$ cat src/rtl/core/jrpd_pkg.sv
// shared types, constants and register codes for the joint ramp pd torque controller
// no dependencies; every other file refers to this package by scoped names
package jrpd_pkg;

    // default number of joints served by the stores
    localparam int JOINT_COUNT_DEF = 7;

    // q12.20 fixed point
    localparam int FRAC_BITS = 20;

    // setpoint step per tick is speed / 1000 (one millisecond tick)
    localparam int TICK_DIVISOR = 1000;
    // floor(2^41 / 1000), quotient estimate is (speed * recip) >> 41
    localparam logic [31:0] TICK_RECIP = 32'd2199023255;

    // reset value of the torque step limit, 1.0 in q12.20
    localparam logic [30:0] TORQUE_STEP_RESET = 31'd1048576;

    // item function codes
    localparam logic FUNC_START  = 1'b0;
    localparam logic FUNC_UPDATE = 1'b1;

    // configuration port address width, registers at 4*i
    localparam int CFG_ADDR_W = 5;

    // configuration register indexes
    typedef enum logic [2:0] {
        REG_STIFFNESS  = 3'd0,
        REG_DAMPING    = 3'd1,
        REG_VEL_LIMIT  = 3'd2,
        REG_ACCEL      = 3'd3,
        REG_STEP_LIMIT = 3'd4
    } cfg_index_t;

    // input beat
    typedef struct packed {
        logic               func;
        logic [2:0]         joint;
        logic signed [31:0] position;
        logic signed [31:0] velocity;
        logic signed [31:0] coriolis_torque;
        logic signed [31:0] previous_command;
        logic signed [31:0] target_offset;
        logic [20:0]        period;
    } in_t;

    // result beat
    typedef struct packed {
        logic [2:0]         out_joint;
        logic signed [31:0] torque;
        logic               holding;
    } out_t;

    // configuration register contents
    typedef struct packed {
        logic [30:0] stiffness_gain;
        logic [30:0] damping_gain;
        logic [30:0] velocity_limit;
        logic [30:0] accel_rate;
        logic [30:0] torque_step_limit;
    } cfg_t;

    // sequencer commands to the datapath, one strobe per step
    typedef struct packed {
        logic idle;
        logic start;
        logic ramp;
        logic speed;
        logic div;
        logic corr;
        logic law;
        logic err;
        logic mul_d;
        logic mul_p;
        logic sum;
        logic out;
    } dp_cmd_t;

    // datapath status back to the sequencer
    typedef struct packed {
        logic new_start;
        logic new_joint_ok;
        logic out_free;
    } dp_status_t;

endpackage

$ cat src/rtl/core/jrpd_regs.sv
// apb-style configuration registers for the joint ramp pd torque controller
// depends on jrpd_pkg for the register codes and the cfg_t bundle
module jrpd_regs (
    input  logic                              aclk,
    input  logic                              aresetn,
    input  logic                              psel,
    input  logic                              penable,
    input  logic                              pwrite,
    input  logic [jrpd_pkg::CFG_ADDR_W-1:0]   paddr,
    input  logic [31:0]                       pwdata,
    output logic [31:0]                       prdata,
    output logic                              pready,
    output jrpd_pkg::cfg_t                    cfg
);

    jrpd_pkg::cfg_t         cfg_reg;
    jrpd_pkg::cfg_index_t   index;
    logic                   wr_en;

    assign index  = jrpd_pkg::cfg_index_t'(paddr[4:2]);
    assign wr_en  = psel && penable && pwrite;
    assign pready = 1'b1;
    assign cfg    = cfg_reg;

    // register writes, out-of-range indexes are dropped
    always_ff @(posedge aclk) begin
        if (!aresetn) begin
            cfg_reg.stiffness_gain    <= '0;
            cfg_reg.damping_gain      <= '0;
            cfg_reg.velocity_limit    <= '0;
            cfg_reg.accel_rate        <= '0;
            cfg_reg.torque_step_limit <= jrpd_pkg::TORQUE_STEP_RESET;
        end else if (wr_en) begin
            case (index)
                jrpd_pkg::REG_STIFFNESS:  cfg_reg.stiffness_gain    <= pwdata[30:0];
                jrpd_pkg::REG_DAMPING:    cfg_reg.damping_gain      <= pwdata[30:0];
                jrpd_pkg::REG_VEL_LIMIT:  cfg_reg.velocity_limit    <= pwdata[30:0];
                jrpd_pkg::REG_ACCEL:      cfg_reg.accel_rate        <= pwdata[30:0];
                jrpd_pkg::REG_STEP_LIMIT: cfg_reg.torque_step_limit <= pwdata[30:0];
                default: ;
            endcase
        end
    end

    // read mux
    always_comb begin
        case (index)
            jrpd_pkg::REG_STIFFNESS:  prdata = {1'b0, cfg_reg.stiffness_gain};
            jrpd_pkg::REG_DAMPING:    prdata = {1'b0, cfg_reg.damping_gain};
            jrpd_pkg::REG_VEL_LIMIT:  prdata = {1'b0, cfg_reg.velocity_limit};
            jrpd_pkg::REG_ACCEL:      prdata = {1'b0, cfg_reg.accel_rate};
            jrpd_pkg::REG_STEP_LIMIT: prdata = {1'b0, cfg_reg.torque_step_limit};
            default:                  prdata = '0;
        endcase
    end

endmodule

$ cat config.mk
export PLATFORM = sky130hd
export DESIGN_NAME = jrpd_regs
export DESIGN_NICKNAME = d
export VERILOG_FILES = /design/src/rtl/core/jrpd_pkg.sv /design/src/rtl/core/jrpd_regs.sv
export SDC_FILE = /design/constraint.sdc
export NUM_CORES = 1
export LEC_CHECK = 0
export ABC_AREA = 1
export BUFFER_PORTS_ARGS = -buffer_cell sky130_fd_sc_hd__buf_2
export CAP_MARGIN = 0
export CORE_MARGIN = 4
export CORE_UTILIZATION = 50
export DETAILED_ROUTE_END_ITERATION = 6
export HOLD_SLACK_MARGIN = 0.15
export PLACE_DENSITY_LB_ADDON = 0.15
export REMOVE_ABC_BUFFERS = 1
export SYNTH_ARGS = -nofsm -noshare
export SYNTH_HDL_FRONTEND = slang
export SYNTH_SLANG_ARGS = --single-unit
$ cat constraint.sdc
create_clock -name aclk -period 2.29 [get_ports aclk]
set_input_delay 0.229 -clock aclk [delete_from_list [all_inputs] [get_ports aclk]]
set_output_delay 0.229 -clock aclk [all_outputs]
set_load 0.03 [all_outputs]
==> out/metrics.cfg, run 1 <==
[run_status]
status = completed

[sta]
max_freq_mhz = 520
tightest_slew_ns = 0.584
fin_tns_setup_ns = 0
slew_headroom_pct = 61.1
grt_setup_unrepaired = no
clock_skew_ns = 0
min_period_ns = 1.92
finalSetupViolations = 0
final_max_slew_viol_count = 0
timing.final.crit_share_pct = 84.0
hold_viol = 0

[synthesis]
syn_inst = 1234
ys_seq_area_share_pct = 39.8
synth_cell_types = 21
ys_warn_count = 0
ys.flop_type = dfxtp_1
async_flop_share_pct = 0
ys_seq_elements = 155
syn_avg_cell_area_sq_um = 6.31
synth_area_sq_mm = 0.00779
synth_edf_count = 0

[clocking]
cts_buffer_depth = 2
root_buffer = clkbuf_16
cts.sinks = 155
ctsHoldBuffers = 1
clock_latency_ns = 0.42
post-cts-setup-buffers = 0
clk_pin_slew_ns = 0.06
htree_levels = 4
cts_buffers = 17
cts_tree = done
cts-resized-gates = 0

[routing]
drtAntennaViolNets = 0
drt-wirelength-per-cell_microns = 15.2
drtIter0Drc = 598
via_per_inst = 5.04
postRouteWirelength_mm = 25.1
via_count = 8295
drc_errors = 0
firstDrtPassIters = 7

[layout]
layout.nets = 1465
fin_area_sq_mm = 0.00965
layout_commonest_cell = nor2_1
mostFrequentLayoutCells = nor2_1 (355), nand2_1 (329), buf_2 (223)
drive_gt1_share_pct = 21.8
area_delta_synth_final_pct = 23.9
diodes = 0
largest_reg_flops = 155

[job]
max-cap-violations = 0

[power_and_ir_drop]
intPower_mw = 4.74
pwr-share-seq_pct = 43.4
p_sw_mw = 1.60
pwr-share-comb_pct = 10.0
leakage_nw = 4.99
peakVddDrop_mv = 0.497
p_per_area_mw_per_mm2 = 658
pwr-share-clk_pct = 46.6
switching_share_pct = 25.3

[floorplan]
design.core.area_sq_mm = 0.0153
num_rows = 45
die_y_microns = 133
die_area_sq_mm = 0.0176
io_pins = 230
initial_core_util_pct = 51.1
die-width_microns = 133

[setup_path]
cp-start-kind = input pin
crit_chain = buf_2, nand3_2, buf_4, nor2_1, nor2_1, nand2_1, buf_2
crit_buf_inv = 3
slowest_stage = nand3_2
endpoint_kind = output port
worst_ep_arrival_time_ns = 1.70
path_class = in -> out
cp.required_ns = 2.06
cpLargestDelayFamily = buffers and inverters
max_stage_delay_ns = 0.40
critPathMaxFanout = 12

[placement]
place.gp.congestion = 0.803
numPortBuffers = 224
hpwl_mm = 16.5
placed_cell_area_sq_mm = 0.00902

[grt]
grt_pass1_wl_mm = 39.0
grt_max_degree = 56
first_global_vias = 7290
track_usage_pct = 27.6
antenna_found_initial = 1
overflow = 0

[worst_hold_path]
hold_class = in -> reg

-- metrics by stage --
step / hold WS, ns / instances / worst slack (ns) / total power, mW / util [%]
after global placement: 0.460 / 1614 / 0.383 / 3.44 / 59.1
after detailed placement: 0.471 / 1614 / 0.359 / 3.45 / 59.1
final: 0.169 / 1647 / 0.366 / 6.35 / 63.2
after CTS: 0.156 / 1647 / 0.384 / 6.39 / 63.2
after floorplan: 0.314 / 1142 / 0.0636 / 3.15 / -
after global routing: 0.183 / 1647 / 0.264 / 6.56 / 63.2
-- routing by layer --
layer  vias to the layer above  global-route usage, %  wire length, microns
met1                      3738                   34.3                 10400
met4                         2                   8.60                   244
met3                        24                   7.00                  2110
met2                       307                   47.0                 12300
met5                         -                      0                    13
li1                       4224                      -                     -
-- cell usage after synthesis, types with 2 or more instances --
cell / number / share of area [%]
nor2_1: 355 / 17
nand2_1: 329 / 16
nand3_1: 170 / 11
dfxtp_1: 155 / 40
inv_1: 63 / 3.0
nand4_1: 46 / 3.7
buf_4: 28 / 2.7
clkbuf_1: 24 / 1.2
buf_2: 22 / 1.4
buf_1: 9 / 0.43
buf_6: 9 / 1.3
nor2_2: 7 / 0.56
inv_2: 3 / 0.14
conb_1: 2 / 0.096
inv_4: 2 / 0.16
nand2_2: 2 / 0.16
nand3_2: 2 / 0.26
nand3_4: 2 / 0.45
nor2_8: 2 / 0.51
-- cells by family after synthesis --
| family | after synthesis | share of synthesized area (%) |
|---|---|---|
| flip-flops | 155 | 39.8 |
| buffers and inverters | 160 | 10.3 |
| AND/OR/NAND/NOR | 916 | 49.7 |
| AO/OA/AOI/OAI | 1 | 0.0642 |
| other | 2 | 0.0964 |
-- layout make-up --
| class | instances | area, sq um |
|---|---|---|
| clock buffer | 19 | 443 |
| inverter | 68 | 263 |
| tap | 211 | 264 |
| timing repair buffer | 262 | 1490 |
| fill | 1529 | 5610 |
| clock inverter | 13 | 174 |
| sequential | 155 | 3100 |
| multi-input combinational | 919 | 3920 |
-- tightest hold or removal path, delay by kind of cell --
kind	cells	cell delay, ns
and+or+nand+nor	3	0.18
buffers and inverters	2	0.14
-- power groups by stage --
| stage | Combinational [mW] | Sequential, mW | Clock (mW) |
|---|---|---|---|
| 4_1_cts | 0.632 | 2.76 | 3.00 |
| 5_1_grt | 0.689 | 2.76 | 3.11 |
| 3_5_place_dp | 0.629 | 2.82 | 0 |
| 6_report | 0.635 | 2.76 | 2.96 |
| 2_1_floorplan | 0.267 | 2.88 | 0 |
| 3_3_place_gp | 0.625 | 2.82 | 0 |
-- final timing paths --
kind / from / to / slack, ns / cells past startpoint
min: pwdata[30] / cfg[61] / 0.17 / 5
max: paddr[2] / prdata[29] / 0.37 / 7
max reg2reg: cfg[40] / cfg[40] / 1.65 / 2
min reg2reg: cfg[139] / cfg[139] / 0.49 / 2
No activity file was read; power rests on OpenSTA's default activity.
==> inputs of run 2 (changes only) <==
==> constraint.sdc (replaced) <==
create_clock -name aclk -period 1.78 [get_ports aclk]
set_input_delay 0.178 -clock aclk [delete_from_list [all_inputs] [get_ports aclk]]
set_output_delay 0.178 -clock aclk [all_outputs]
set_load 0.03 [all_outputs]
==> run 2 against run 1 <==
Compared with the run above: sequential power increased by 29%; via count is 3.9% higher; count of clock-buffer cells in the layout is 3 higher; final cell count grew 2.1%; power up 34%; sequential share of layout area is 1.6 points lower; routed wire length is 3.9% higher; worst hold slack worse by 0.0024 ns; design area grew 5.3%; die area unchanged; utilization increased by 3.3 points; critical path depth grew 3; largest power group unchanged; highest routed layer is now met4.
==> out/metrics.cfg, run 2 (synthesis gave the netlist of run 1 again) <==
[floorplan]
die_area_sq_mm = 0.0176  ; unchanged
die-width_microns = 133  ; unchanged
io_pins = 230  ; unchanged
die_y_microns = 133  ; unchanged
design.core.area_sq_mm = 0.0153  ; unchanged
num_rows = 45  ; unchanged
initial_core_util_pct = 51.1  ; unchanged

[sta]
min_period_ns = 1.67
hold_viol = 0  ; unchanged
finalSetupViolations = 0  ; unchanged
timing.final.crit_share_pct = 93.8
max_freq_mhz = 599
fin_tns_setup_ns = 0  ; unchanged
clock_skew_ns = 0  ; unchanged
grt_setup_unrepaired = no  ; unchanged
final_max_slew_viol_count = 0  ; unchanged

[layout]
fin_area_sq_mm = 0.0102  ; was 0.00965 sq mm
mostFrequentLayoutCells = nor2_1 (355), nand2_1 (329), buf_2 (223)  ; unchanged
largest_reg_flops = 155  ; unchanged
final_cells = 1681  ; was 1647
utilization_pct = 66.6  ; was 63.2%
diodes = 0  ; unchanged
drive_gt1_share_pct = 21.6  ; was 21.8%
layout.nets = 1501  ; was 1465
layout_commonest_cell = nor2_1  ; unchanged
area_delta_synth_final_pct = 30.4  ; was 23.9%

[worst_hold_path]
hold_class = in -> reg  ; unchanged

[grt]
overflow = 0  ; unchanged
grt_pass1_wl_mm = 41.0  ; was 39.0 mm
antenna_found_initial = 0  ; was 1
first_global_vias = 7781  ; was 7290
track_usage_pct = 28.9  ; was 27.6%
grt_max_degree = 50  ; was 56

[setup_path]
cpLargestDelayFamily = buffers and inverters  ; unchanged
cp.required_ns = 1.60  ; was 2.06 ns
crit_start = paddr[3]  ; was paddr[2]
slowest_stage = buf_12  ; was nand3_2
worst_ep_arrival_time_ns = 1.49  ; was 1.70 ns
crit_buf_inv = 5  ; was 3
cp.depth = 10  ; was 7
endpoint_kind = output port  ; unchanged
ff2ff_setup_slack_ns = 1.14  ; was 1.65 ns
cp-start-kind = input pin  ; unchanged
r2r-end = cfg[139]  ; was cfg[40]
r2r_start = cfg[139]  ; was cfg[40]
path_class = in -> out  ; unchanged
critPathMaxFanout = 35  ; was 12
crit_end = prdata[25]  ; was prdata[29]
reg2reg_depth = 2  ; unchanged
crit_top_cell = nand2_1
crit_chain = buf_2, inv_4, nand2_2, nor2_4, buf_12, nand2_1, nand2_1, inv_1, nand2_1, buf_2  ; was buf_2, nand3_2, buf_4, nor2_1, nor2_1, nand2_1, buf_2
max_stage_delay_ns = 0.22  ; was 0.40 ns

[placement]
place.gp.congestion = 0.815  ; was 0.803
placed_cell_area_sq_mm = 0.00921  ; was 0.00902 sq mm
numPortBuffers = 224  ; unchanged
dp_cells = 1622  ; was 1614
hpwl_mm = 16.9  ; was 16.5 mm

[routing]
via_count = 8620  ; was 8295
drc_errors = 0  ; unchanged
drt-wirelength-per-cell_microns = 15.5  ; was 15.2 microns
drtAntennaViolNets = 0  ; unchanged
postRouteWirelength_mm = 26.0  ; was 25.1 mm
firstDrtPassIters = 5  ; was 7
drtIter0Drc = 640  ; was 598
via_per_inst = 5.13  ; was 5.04

[job]
max-cap-violations = 0  ; unchanged

[clocking]
clk_pin_slew_ns = 0.06  ; about the same
htree_levels = 4  ; unchanged
clock_latency_ns = 0.41  ; was 0.42 ns
cts_buffers = 17  ; unchanged
cts.sinks = 155  ; unchanged
post-cts-setup-buffers = 0  ; unchanged
root_buffer = clkbuf_16  ; unchanged
cts_tree = done  ; unchanged
cts_buffer_depth = 2  ; unchanged

[power_and_ir_drop]
p_total_mw = 8.54  ; was 6.35 mW
leakage_nw = 5.19  ; was 4.99 nW
p_per_area_mw_per_mm2 = 841  ; was 658 mW/mm^2
peakVddDrop_mv = 0.559  ; was 0.497 mV

[run_status]
status = completed  ; unchanged

[run 2: cell types whose count changed in the layout (fill, tap and decap cells not counted), sizes merged, moves of 2 or more]
cell / change
clkinvlp: -2
clkinv: -4
dlygate4sd3: +28
clkbuf: +3
bufinv: +2
buf: +8
[run 2: area by class of cell]
class / instances / area, sq um
well taps: 211 / 264
multi-input cells: 919 / 3920
fillers: 1468 / 5100
repair buffers: 298 / 1950
inverters: 68 / 267
clock inverters: 8 / 190
flip-flops and latches: 155 / 3100
clock buffers: 22 / 464
[run 2: timing repair]
item                                   in CTS  in global routing
hold buffers                               29                  0
gates resized for setup                     0                  2
setup endpoints to repair                   0                  2
endpoints found under the hold margin     103                  0
[run 2: worst min-delay path: stages]
cell and delay [ns]:
buf_2 0.09, inv_1 0.09, nand2_1 0.08, nand2_1 0.04, nor2_1 0.07
[run 2: worst min-delay path by stage]
stage	start	to	slack, ns	cells past startpoint
2_1_floorplan	aresetn	cfg[20]	0.26	1
3_3_place_gp	pwdata[20]	cfg[20]	0.41	3
3_5_place_dp	pwdata[20]	cfg[20]	0.42	3
4_1_cts	pwdata[9]	cfg[40]	0.15	5
5_1_grt	aresetn	cfg[34]	0.20	3
6_report	pwdata[9]	cfg[40]	0.17	5
[run 2: routing by layer]
layer / vias to the layer above / track usage [%] / routed length, microns
li1: 4288 / - / -
met1: 3931 / 36.5 / 10800
met2: 357 / 49.0 / 12400
met3: 44 / 6.62 / 2260
met4: 0 / 8.89 / 616
met5: - / 0 / 0
[run 2: through the flow]
stage                     setup WS, ns  hold WS [ns]
after detailed placement        0.0988         0.421
after floorplan                 -0.395         0.263
after CTS                       0.0809         0.150
final                            0.111         0.166
after global placement           0.119         0.409
after global routing           0.00244         0.197
[run 2: power by group]
group	switching [mW]	internal (mW)	leakage, nW
clock network	1.40	2.69	0.320
logic	0.618	0.286	3.62
registers	0.0344	3.51	1.25
