File: config.mk
export PLATFORM = sky130hd
export DESIGN_NAME = jrpd_ctrl
export DESIGN_NICKNAME = d
export VERILOG_FILES = /design/src/rtl/core/jrpd_pkg.sv /design/src/rtl/core/jrpd_ctrl.sv
export SDC_FILE = /design/constraint.sdc
export NUM_CORES = 1
export LEC_CHECK = 0
export BUFFER_PORTS_ARGS = -buffer_cell sky130_fd_sc_hd__buf_2
export CAP_MARGIN = 0
export CORE_MARGIN = 1.5
export CORE_UTILIZATION = 48
export DETAILED_ROUTE_END_ITERATION = 8
export GPL_TIMING_DRIVEN = 0
export MAX_ROUTING_LAYER = met4
export PLACE_DENSITY = 0.74
export SYNTH_ARGS = -nofsm -noshare
export SYNTH_HDL_FRONTEND = slang
export SYNTH_SLANG_ARGS = --single-unit
export TNS_END_PERCENT = 10
File: constraint.sdc
create_clock -name aclk -period 1.7 [get_ports aclk]
set_input_delay 0.51 -clock aclk [delete_from_list [all_inputs] [get_ports aclk]]
set_output_delay 0.51 -clock aclk [all_outputs]
set_load 0.01 [all_outputs]
File: src/rtl/core/jrpd_pkg.sv
// shared types, constants and register codes for the joint ramp pd torque controller
// no dependencies; every other file refers to this package by scoped names
package jrpd_pkg;

    // default number of joints served by the stores
    localparam int JOINT_COUNT_DEF = 7;

    // q12.20 fixed point
    localparam int FRAC_BITS = 20;

    // setpoint step per tick is speed / 1000 (one millisecond tick)
    localparam int TICK_DIVISOR = 1000;
    // floor(2^41 / 1000), quotient estimate is (speed * recip) >> 41
    localparam logic [31:0] TICK_RECIP = 32'd2199023255;

    // reset value of the torque step limit, 1.0 in q12.20
    localparam logic [30:0] TORQUE_STEP_RESET = 31'd1048576;

    // item function codes
    localparam logic FUNC_START  = 1'b0;
    localparam logic FUNC_UPDATE = 1'b1;

    // configuration port address width, registers at 4*i
    localparam int CFG_ADDR_W = 5;

    // configuration register indexes
    typedef enum logic [2:0] {
        REG_STIFFNESS  = 3'd0,
        REG_DAMPING    = 3'd1,
        REG_VEL_LIMIT  = 3'd2,
        REG_ACCEL      = 3'd3,
        REG_STEP_LIMIT = 3'd4
    } cfg_index_t;

    // input beat
    typedef struct packed {
        logic               func;
        logic [2:0]         joint;
        logic signed [31:0] position;
        logic signed [31:0] velocity;
        logic signed [31:0] coriolis_torque;
        logic signed [31:0] previous_command;
        logic signed [31:0] target_offset;
        logic [20:0]        period;
    } in_t;

    // result beat
    typedef struct packed {
        logic [2:0]         out_joint;
        logic signed [31:0] torque;
        logic               holding;
    } out_t;

    // configuration register contents
    typedef struct packed {
        logic [30:0] stiffness_gain;
        logic [30:0] damping_gain;
        logic [30:0] velocity_limit;
        logic [30:0] accel_rate;
        logic [30:0] torque_step_limit;
    } cfg_t;

    // sequencer commands to the datapath, one strobe per step
    typedef struct packed {
        logic idle;
        logic start;
        logic ramp;
        logic speed;
        logic div;
        logic corr;
        logic law;
        logic err;
        logic mul_d;
        logic mul_p;
        logic sum;
        logic out;
    } dp_cmd_t;

    // datapath status back to the sequencer
    typedef struct packed {
        logic new_start;
        logic new_joint_ok;
        logic out_free;
    } dp_status_t;

endpackage

File: src/rtl/core/jrpd_ctrl.sv
// sequencer for the joint ramp pd torque controller
// depends on jrpd_pkg for the command and status bundles
module jrpd_ctrl (
    input  logic                  aclk,
    input  logic                  aresetn,
    input  logic                  s_valid,
    input  jrpd_pkg::dp_status_t  status,
    output jrpd_pkg::dp_cmd_t     cmd
);

    typedef enum logic [3:0] {
        ST_IDLE,
        ST_START,
        ST_RAMP,
        ST_SPEED,
        ST_DIV,
        ST_CORR,
        ST_LAW,
        ST_ERR,
        ST_MUL_D,
        ST_MUL_P,
        ST_SUM,
        ST_OUT
    } state_t;

    state_t              state_reg;
    state_t              state_next;
    jrpd_pkg::dp_cmd_t   cmd_reg;

    assign cmd = cmd_reg;

    // command strobes that go with each state
    function automatic jrpd_pkg::dp_cmd_t cmd_for(input state_t st);
        jrpd_pkg::dp_cmd_t c;
        c = '0;
        case (st)
            ST_IDLE:  c.idle  = 1'b1;
            ST_START: c.start = 1'b1;
            ST_RAMP:  c.ramp  = 1'b1;
            ST_SPEED: c.speed = 1'b1;
            ST_DIV:   c.div   = 1'b1;
            ST_CORR:  c.corr  = 1'b1;
            ST_LAW:   c.law   = 1'b1;
            ST_ERR:   c.err   = 1'b1;
            ST_MUL_D: c.mul_d = 1'b1;
            ST_MUL_P: c.mul_p = 1'b1;
            ST_SUM:   c.sum   = 1'b1;
            ST_OUT:   c.out   = 1'b1;
            default:  c = '0;
        endcase
        return c;
    endfunction

    // next state: update steps in order, out may stall
    always_comb begin
        state_next = state_reg;
        case (state_reg)
            ST_IDLE: begin
                if (s_valid && cmd_reg.idle && status.new_joint_ok) begin
                    state_next = status.new_start ? ST_START : ST_RAMP;
                end
            end
            ST_START: state_next = ST_IDLE;
            ST_RAMP:  state_next = ST_SPEED;
            ST_SPEED: state_next = ST_DIV;
            ST_DIV:   state_next = ST_CORR;
            ST_CORR:  state_next = ST_LAW;
            ST_LAW:   state_next = ST_ERR;
            ST_ERR:   state_next = ST_MUL_D;
            ST_MUL_D: state_next = ST_MUL_P;
            ST_MUL_P: state_next = ST_SUM;
            ST_SUM:   state_next = ST_OUT;
            ST_OUT: begin
                if (status.out_free) begin
                    state_next = ST_IDLE;
                end
            end
            default:  state_next = ST_IDLE;
        endcase
    end

    // state and registered command outputs
    always_ff @(posedge aclk) begin
        if (!aresetn) begin
            state_reg <= ST_IDLE;
            cmd_reg   <= '0;
        end else begin
            state_reg <= state_next;
            cmd_reg   <= cmd_for(state_next);
        end
    end

endmodule

==> results of run 1 <==
[logic make-up after synthesis]
logic type,share of synthesized area
and+or+nand+nor,0.298
DFF,0.474
AOI/OAI and AO/OA,0.150
buffers and inverters,0.0778
[cell type report]
type,instances,area (um^2)
Fill cell,118,499
Sequential cell,16,320
Multi-Input combinational cell,47,303
Timing Repair Buffer,17,85.1
Buffer,4,45.0
Clock buffer,3,22.5
Tap cell,15,18.8
Inverter,2,7.51
[power breakdown]
| group | internal, mW | switching [mW] |
|---|---|---|
| clock | 0.0823 | 0.110 |
| combinational | 0.0596 | 0.0760 |
| sequential | 0.393 | 0.00845 |
[per-layer routing]
layer  up-vias  wire, um  global-route usage
li1        286         -                   -
met1       236       551               0.215
met2        15       584               0.294
met3         5        48              0.0333
met4         0        31               0.100
met5         -         0                   -
[worst max-delay path by stage]
stage / start / end / slack [ns] / depth (start not counted)
final: state_reg[0] / cmd[1] / 0.31 / 5
after global routing: state_reg[1] / cmd[9] / 0.23 / 5
after CTS: state_reg[0] / cmd[1] / 0.30 / 5
after detailed placement: status[0] / cmd[11] / 0.15 / 5
after global placement: status[0] / cmd[11] / 0.13 / 5
after floorplan: status[0] / cmd[11] / 0.32 / 4
[critical path, cell delays in order (launching register included)]
cell	delay, ns
dfxtp_1	0.33
buf_6	0.13
a21boi_1	0.12
a221o_1	0.31
nor2_1	0.27
a211oi_1	0.10
[Yosys cell counts (2+ instances only)]
cell type   n
o21ai_0     2
a21oi_1     4
nand3_1     2
nand2b_1    2
buf_6       2
dfxtp_1    16
nor2_1      6
nand2_1     3
nand3b_1    3
or3_4       2
nor3_1      6
a211oi_1    2
[layout by cell type, fill, tap and decap left out, types with 2 or more instances in the layout]
cell type  instances
a211oi_1           2
a21oi_1            4
buf_2             17
buf_6              2
clkbuf_4           3
dfxtp_1           16
nand2_1            3
nand2b_1           2
nand3_1            2
nand3b_1           3
nor2_1             6
nor3_1             6
o21ai_0            2
or3_4              2
==> flow_summary.ini, run 1 <==
[timing]
report.final.slew_viol_count = 0
relSlewSlack = 0.625
whs_ns = 0.539
layout_min_cycle_time_ns = 1.39
finalWorstSetupSlack_ns = 0.308
fmax_mhz = 718
worst_pin_slew_ns = 0.557
fin_tns_setup_ns = 0
period_share = 0.819
setup_viol = 0
finalHoldViolations = 0
fin_worst_skew_ns = 0.00352
rsz0062_at_grt = no

[clock_network]
cts_root_buf = clkbuf_4
clk_pin_slew_ns = 0.09
cts.sinks = 16
worstSkewPairLatency_ns = 0.28
ctsResizeCount = 0
cts_inserted_buffers = 3
cts_hold_buf = 0
cts_tree = built
post_cts_buffers = 0
htree_levels = 1
clockBufferDepth = 2

[critical_path]
endpoint_kind = flip-flop
reg2reg_from = state_reg[0]
worst-r2r-setup-slack_ns = 0.31
critPathMaxFanout = 10
start_kind = flip-flop
arrival_ns = 1.54
r2r-end = cmd[1]
worst_r2r_path_depth = 5
cp_data_required_time_ns = 1.84
path_class = flip-flop to flip-flop

[placement]
dpl.cell_count = 101
gp_congestion = 0.872
place_ws_ns = 0.145
placement.io_buffers = 17
hpwlAfterDp_um = 913
placed_area_um2 = 779

[cells_and_area]
nets = 97
layout-drive-gt1-share = 0.371
finalInstanceArea_um2 = 802
diodes = 0
final_core_util = 0.616
largest_register_ffs = 12
final_cells = 104
area_growth_pct = 18.7

[floorplan]
rows = 13
die_area_um2 = 1640
io_pins = 18
dieHeight_um = 40.5
die_w_um = 40.5
coreArea_um2 = 1300
initial_core_util = 0.519

[job]
drv_cap = 0

[global_routing]
grt_max_degree = 11
grt-ovfl-total = 0
grt_pass1_wl_um = 1840
grt_pass1_vias = 444
gr-usage-all-layers = 0.184
antenna_found_initial = 0

[worst_hold_path]
min_from = aresetn
hold_class = input port to flip-flop
min_to = state_reg[0]
whs_path_depth = 2

[logic_synthesis]
syn_avg_cell_area_um2 = 9.79
ys_seq_area_frac = 0.474
synth-main-ff-cell = dfxtp_1
ys_warn_count = 0
synth_nets = 75
yosys.area.top_type = dfxtp_1
async_reset_ff_frac = 0
yosys-top-cells-area = dfxtp_1 (47%), nor3_1 (4.4%), buf_6 (3.3%)
ys_ff_latch = 16
synth_top_area_frac = 0.474
synthCells = 69
synth.distinct_cells = 31
synth.cell_area_um2 = 676
synth_edf_count = 0

[detailed_routing]
num_vias = 542
drc = 0
routed_wl_um = 1220
drtIter0Drc = 6
firstDrtPassIters = 4
ant_nets = 0
wl_per_cell_um = 11.7
avgViaCountPerCell = 5.21

[pwr]
finalPower_uw = 729
ir_drop_uv = 403
power_density_nw_per_um2 = 909
power.leakage_nw = 0.349

[run_status]
outcome = complete, no violations
Power figures use the tool's default switching activity.
==> inputs of run 2 (changes only) <==
==> constraint.sdc (replaced) <==
create_clock -name aclk -period 1.3 [get_ports aclk]
set_input_delay 0.39 -clock aclk [delete_from_list [all_inputs] [get_ports aclk]]
set_output_delay 0.39 -clock aclk [all_outputs]
set_load 0.01 [all_outputs]
==> flow_summary.ini, run 2 (synthesized netlist as in run 1, its figures left out) <==
[cells_and_area]
diodes = 0
largest_register_ffs = 12
finalInstanceArea_um2 = 845
final_cell_mix = buf_2 (17), dfxtp_1 (14), nor2_1 (5)
layout-drive-gt1-share = 0.472
area_growth_pct = 25.0
ff_latch_area_um2 = 323
fill_cells = 113
mostFrequentLayoutCell = buf_2
nets = 97
multiInputGateArea_um2 = 339

[clock_network]
htree_levels = 1
clk_pin_slew_ns = 0.08
post_cts_buffers = 0
cts_root_buf = clkbuf_4
cts_tree = built
cts_inserted_buffers = 3
worstSkewPairLatency_ns = 0.29
cts.sinks = 16
clockBufferDepth = 2

[worst_hold_path]
hold_class = input port to flip-flop

[global_routing]
grt_max_degree = 11
met3_usage = 0.0333
grt_util_met2 = 0.306
use_met1 = 0.229
gr-usage-all-layers = 0.192
grt-ovfl-total = 0
grt_pass1_wl_um = 1910
antenna_found_initial = 0
grt_pass1_vias = 446
gr-max-usage-layer = met2

[detailed_routing]
drc = 0
avgViaCountPerCell = 5.26
wl_per_cell_um = 12.3
ant_nets = 0
firstDrtPassIters = 4
routed_wl_um = 1280
drtIter0Drc = 4
num_vias = 547

[run_status]
violations = setup timing
outcome = finished, violations left

[pwr]
power_frac_seq = 0.534
power.leakage_nw = 0.370
combPwrFrac = 0.200
clkPwrFrac = 0.266
ir_drop_uv = 599
switching_share = 0.284
power_density_nw_per_um2 = 1170
switchingPower_uw = 280
finalPower_uw = 984
intPower_uw = 705

[timing]
fmax_mhz = 729
setup_viol = 9
report.final.slew_viol_count = 0
finalHoldViolations = 0
period_share = 1.06
rsz0062_at_grt = yes
worst_pin_slew_ns = 0.346
finalWorstSetupSlack_ns = -0.0721
fin_worst_skew_ns = 0.00917
relSlewSlack = 0.769
layout_min_cycle_time_ns = 1.37

[floorplan]
io_pins = 18
coreArea_um2 = 1300
initial_core_util = 0.519
rows = 13
dieHeight_um = 40.5
die_area_um2 = 1640
die_w_um = 40.5

[placement]
placement.io_buffers = 17
hpwlAfterDp_um = 913
placed_area_um2 = 779
place_ws_ns = -0.135
gp_congestion = 0.872

[job]
drv_cap = 0

[critical_path]
arrival_ns = 1.59
endpoint_kind = flip-flop
cpMaxStageDelayCell = dfxtp_2
path_class = flip-flop to flip-flop
path_cells = buf_6, a21boi_1, a221o_1, or2_4, nor3_4
cpLargestDelayFamily = compound AO/OA/AOI/OAI gates
cp_data_required_time_ns = 1.52
start_kind = flip-flop
max_stage_delay_ns = 0.33
path_buf_inv = 1
critPathMaxFanout = 10
-- run 2: stage by stage --
step           utilization  instances  TNS (ns)  hold WS (ns)
2_1_floorplan            -         69         0         0.512
3_3_place_gp         0.599        101    -0.573         0.544
3_5_place_dp         0.599        101    -0.576         0.547
4_1_cts              0.631        104    -0.245         0.412
5_1_grt              0.649        104    -0.952         0.418
6_report             0.649        104    -0.312         0.418
-- run 2: area by class of cell --
type / instances / share of cell area
Multi-Input combinational cell: 47 / 0.401
Sequential cell: 16 / 0.382
Timing Repair Buffer: 17 / 0.101
Buffer: 4 / 0.0578
Clock buffer: 3 / 0.0267
Tap cell: 15 / 0.0222
Inverter: 2 / 0.00889
-- run 2: per-layer routing --
layer	share of wire	vias up	wire, um
li1	-	283	-
met1	0.45	244	570
met2	0.49	15	626
met3	0.038	5	49
met4	0.024	0	31
met5	0	-	0
-- run 2: path summary, 6_finish.rpt --
check / from / to / slack (ns) / cells after the start
setup / recovery: state_reg[0] / cmd[0] / -0.07 / 5
hold reg to reg: state_reg[2] / cmd[8] / 0.55 / 2
setup reg to reg: state_reg[0] / cmd[0] / -0.07 / 5
hold / removal: aresetn / state_reg[1] / 0.42 / 2
-- run 2: worst reg2reg max path: cells and delay by family, from the launching register on --
kind,cells,cell delay (ns)
buf+inv,1,0.13
simple gates,2,0.41
compound gates,2,0.44
flops,1,0.33
-- run 2: repair_timing --
item | 4_1_cts | 5_1_grt
hold buffers | 0 | 0
pin swaps | 2 | 2
hold endpoints to repair | 0 | 0
endpoints found under the setup margin | 10 | 10
gates cloned | 0 | 0
gates resized for setup | 7 | 5
-- run 2: power by group through the flow --
stage | clock network [mW] | registers (mW) | logic [mW]
final | 0.262 | 0.526 | 0.197
after global routing | 0.285 | 0.529 | 0.215
after CTS | 0.258 | 0.526 | 0.185
after detailed placement | 0 | 0.536 | 0.175
after global placement | 0 | 0.535 | 0.174
after floorplan | 0 | 0.544 | 0.119
==> inputs of run 3 (changes only) <==
==> config.mk (replaced) <==
export PLATFORM = sky130hd
export DESIGN_NAME = jrpd_ctrl
export DESIGN_NICKNAME = d
export VERILOG_FILES = /design/src/rtl/core/jrpd_pkg.sv /design/src/rtl/core/jrpd_ctrl.sv
export SDC_FILE = /design/constraint.sdc
export NUM_CORES = 1
export LEC_CHECK = 0
export CAP_MARGIN = 0
export CORE_AREA = 2 2 39 41
export DETAILED_ROUTE_END_ITERATION = 8
export DIE_AREA = 0 0 41 43
export DONT_BUFFER_PORTS = 1
export GPL_TIMING_DRIVEN = 0
export MAX_ROUTING_LAYER = met4
export PLACE_DENSITY = 0.66
export SYNTH_ARGS = -nofsm -noshare
export SYNTH_HDL_FRONTEND = slang
export SYNTH_SLANG_ARGS = --single-unit
export TNS_END_PERCENT = 10
==> flow_summary.ini, run 3 (synthesized netlist as in run 1, its figures left out) <==
[cells_and_area]
diodes = 0
area_growth_pct = 14.4
final_cell_mix = dfxtp_1 (13), nor2_1 (4), a21oi_1 (4), nor3_1 (4)
final_core_util = 0.559
ff_latch_area_um2 = 324
nets = 80
mostFrequentLayoutCell = dfxtp_1
largest_register_ffs = 12
layout-drive-gt1-share = 0.370
multiInputGateArea_um2 = 337
fill_cells = 125

[timing]
fmax_mhz = 740
worst_pin_slew_ns = 0.432
report.final.slew_viol_count = 0
setup_viol = 7
fin_tns_setup_ns = -0.210
rsz0062_at_grt = yes
relSlewSlack = 0.710
finalHoldViolations = 0
period_share = 1.04
fin_worst_skew_ns = 0.00174
finalWorstSetupSlack_ns = -0.0523
layout_min_cycle_time_ns = 1.35

[pwr]
ir_drop_uv = 565
switchingPower_uw = 261
power_frac_seq = 0.525
power.leakage_nw = 0.281
finalPower_mw = 1.02
intPower_uw = 759
clkPwrFrac = 0.313
combPwrFrac = 0.162
switching_share = 0.256
power_density_nw_per_um2 = 1320

[run_status]
violations = setup timing
outcome = finished, violations left

[worst_hold_path]
min_from = aresetn
hold_class = input port to flip-flop
min_to = state_reg[0]
whs_path_depth = 1

[detailed_routing]
num_vias = 491
drc = 0
drtIter0Drc = 5
avgViaCountPerCell = 5.52
ant_nets = 0
firstDrtPassIters = 4
wl_per_cell_um = 12.6
routed_wl_um = 1120

[clock_network]
cts_hold_buf = 0
cts_inserted_buffers = 3
cts_root_buf = clkbuf_4
cts_tree = built
cts.sinks = 16
clk_pin_slew_ns = 0.09
htree_levels = 1
post_cts_buffers = 0
clockBufferDepth = 2
worstSkewPairLatency_ns = 0.28

[placement]
hpwlAfterDp_um = 821
placement.io_buffers = 0
gp_congestion = 0.769

[critical_path]
arrival_ns = 1.58
max_stage_delay_ns = 0.33
worst-r2r-setup-slack_ns = -0.05
path_buf_inv = 1
endpoint_kind = flip-flop
path_class = flip-flop to flip-flop
cp_data_required_time_ns = 1.53
cpLargestDelayFamily = compound AO/OA/AOI/OAI gates
cpMaxStageDelayCell = dfxtp_2
worst_r2r_path_depth = 5
reg2reg_from = state_reg[0]
start_kind = flip-flop
critPathMaxFanout = 10
path_cells = buf_6, a21boi_1, a221o_1, nor2_2, and2_1
r2r-end = state_reg[0]

[floorplan]
dieHeight_um = 43
coreArea_um2 = 1380
rows = 14
io_pins = 18
die_w_um = 41
initial_core_util = 0.488
die_area_um2 = 1760

[job]
drv_cap = 0

[global_routing]
grt_max_degree = 11
grt_pass1_vias = 450
grt-ovfl-total = 0
antenna_found_initial = 0
grt_pass1_wl_um = 1910
gr-usage-all-layers = 0.170
## run 3: timing repair
action                     in CTS  in global routing
pin swaps                       1                  2
setup endpoints to repair      10                 10
gates resized for setup         6                  7
## run 3: layout make-up
class	count	share of cell area
multi-input combinational	47	0.435
tap	16	0.0259
buffer	4	0.0631
inverter	2	0.00971
sequential	16	0.419
clock buffer	4	0.0469
## run 3: stage by stage
step / hold slack [ns] / instance area (um^2) / cells / setup WS, ns
6_report: 0.242 / 773 / 89 / -0.0523
2_1_floorplan: 0.512 / 676 / 69 / 0.0427
3_3_place_gp: 0.537 / 696 / 85 / -0.0454
4_1_cts: 0.227 / 751 / 89 / -0.0714
3_5_place_dp: 0.525 / 696 / 85 / -0.0532
5_1_grt: 0.223 / 773 / 89 / -0.110
## run 3: layer usage
| metal | share of wire | global-route usage |
|---|---|---|
| met3 | 0.038 | 0.0471 |
| met4 | 0.036 | 0.120 |
| met2 | 0.49 | 0.219 |
| met5 | 0 | - |
| met1 | 0.43 | 0.219 |
## run 3: how the worst max path moves through the flow
stage / startpoint / endpoint / slack (ns) / cells past startpoint
6_report: state_reg[0] / state_reg[0] / -0.05 / 5
5_1_grt: state_reg[0] / cmd[7] / -0.11 / 5
4_1_cts: state_reg[0] / cmd[10] / -0.07 / 5
3_5_place_dp: status[0] / cmd[11] / -0.05 / 4
3_3_place_gp: status[0] / cmd[11] / -0.05 / 4
2_1_floorplan: status[0] / cmd[11] / 0.04 / 4
## run 3: worst register-to-register path, delay by kind of cell (launching register included)
family / cells / cell delay (ns)
AND/OR/NAND/NOR: 2 / 0.40
AO/OA/AOI/OAI: 2 / 0.43
flip-flops: 1 / 0.33
buffers and inverters: 1 / 0.13
## run 3: power groups by stage
stage	Sequential (mW)	Clock (mW)	Combinational, mW
final	0.536	0.319	0.165
after floorplan	0.544	0	0.119
after detailed placement	0.547	0	0.139
after global placement	0.546	0	0.138
after CTS	0.537	0.339	0.155
after global routing	0.541	0.362	0.181
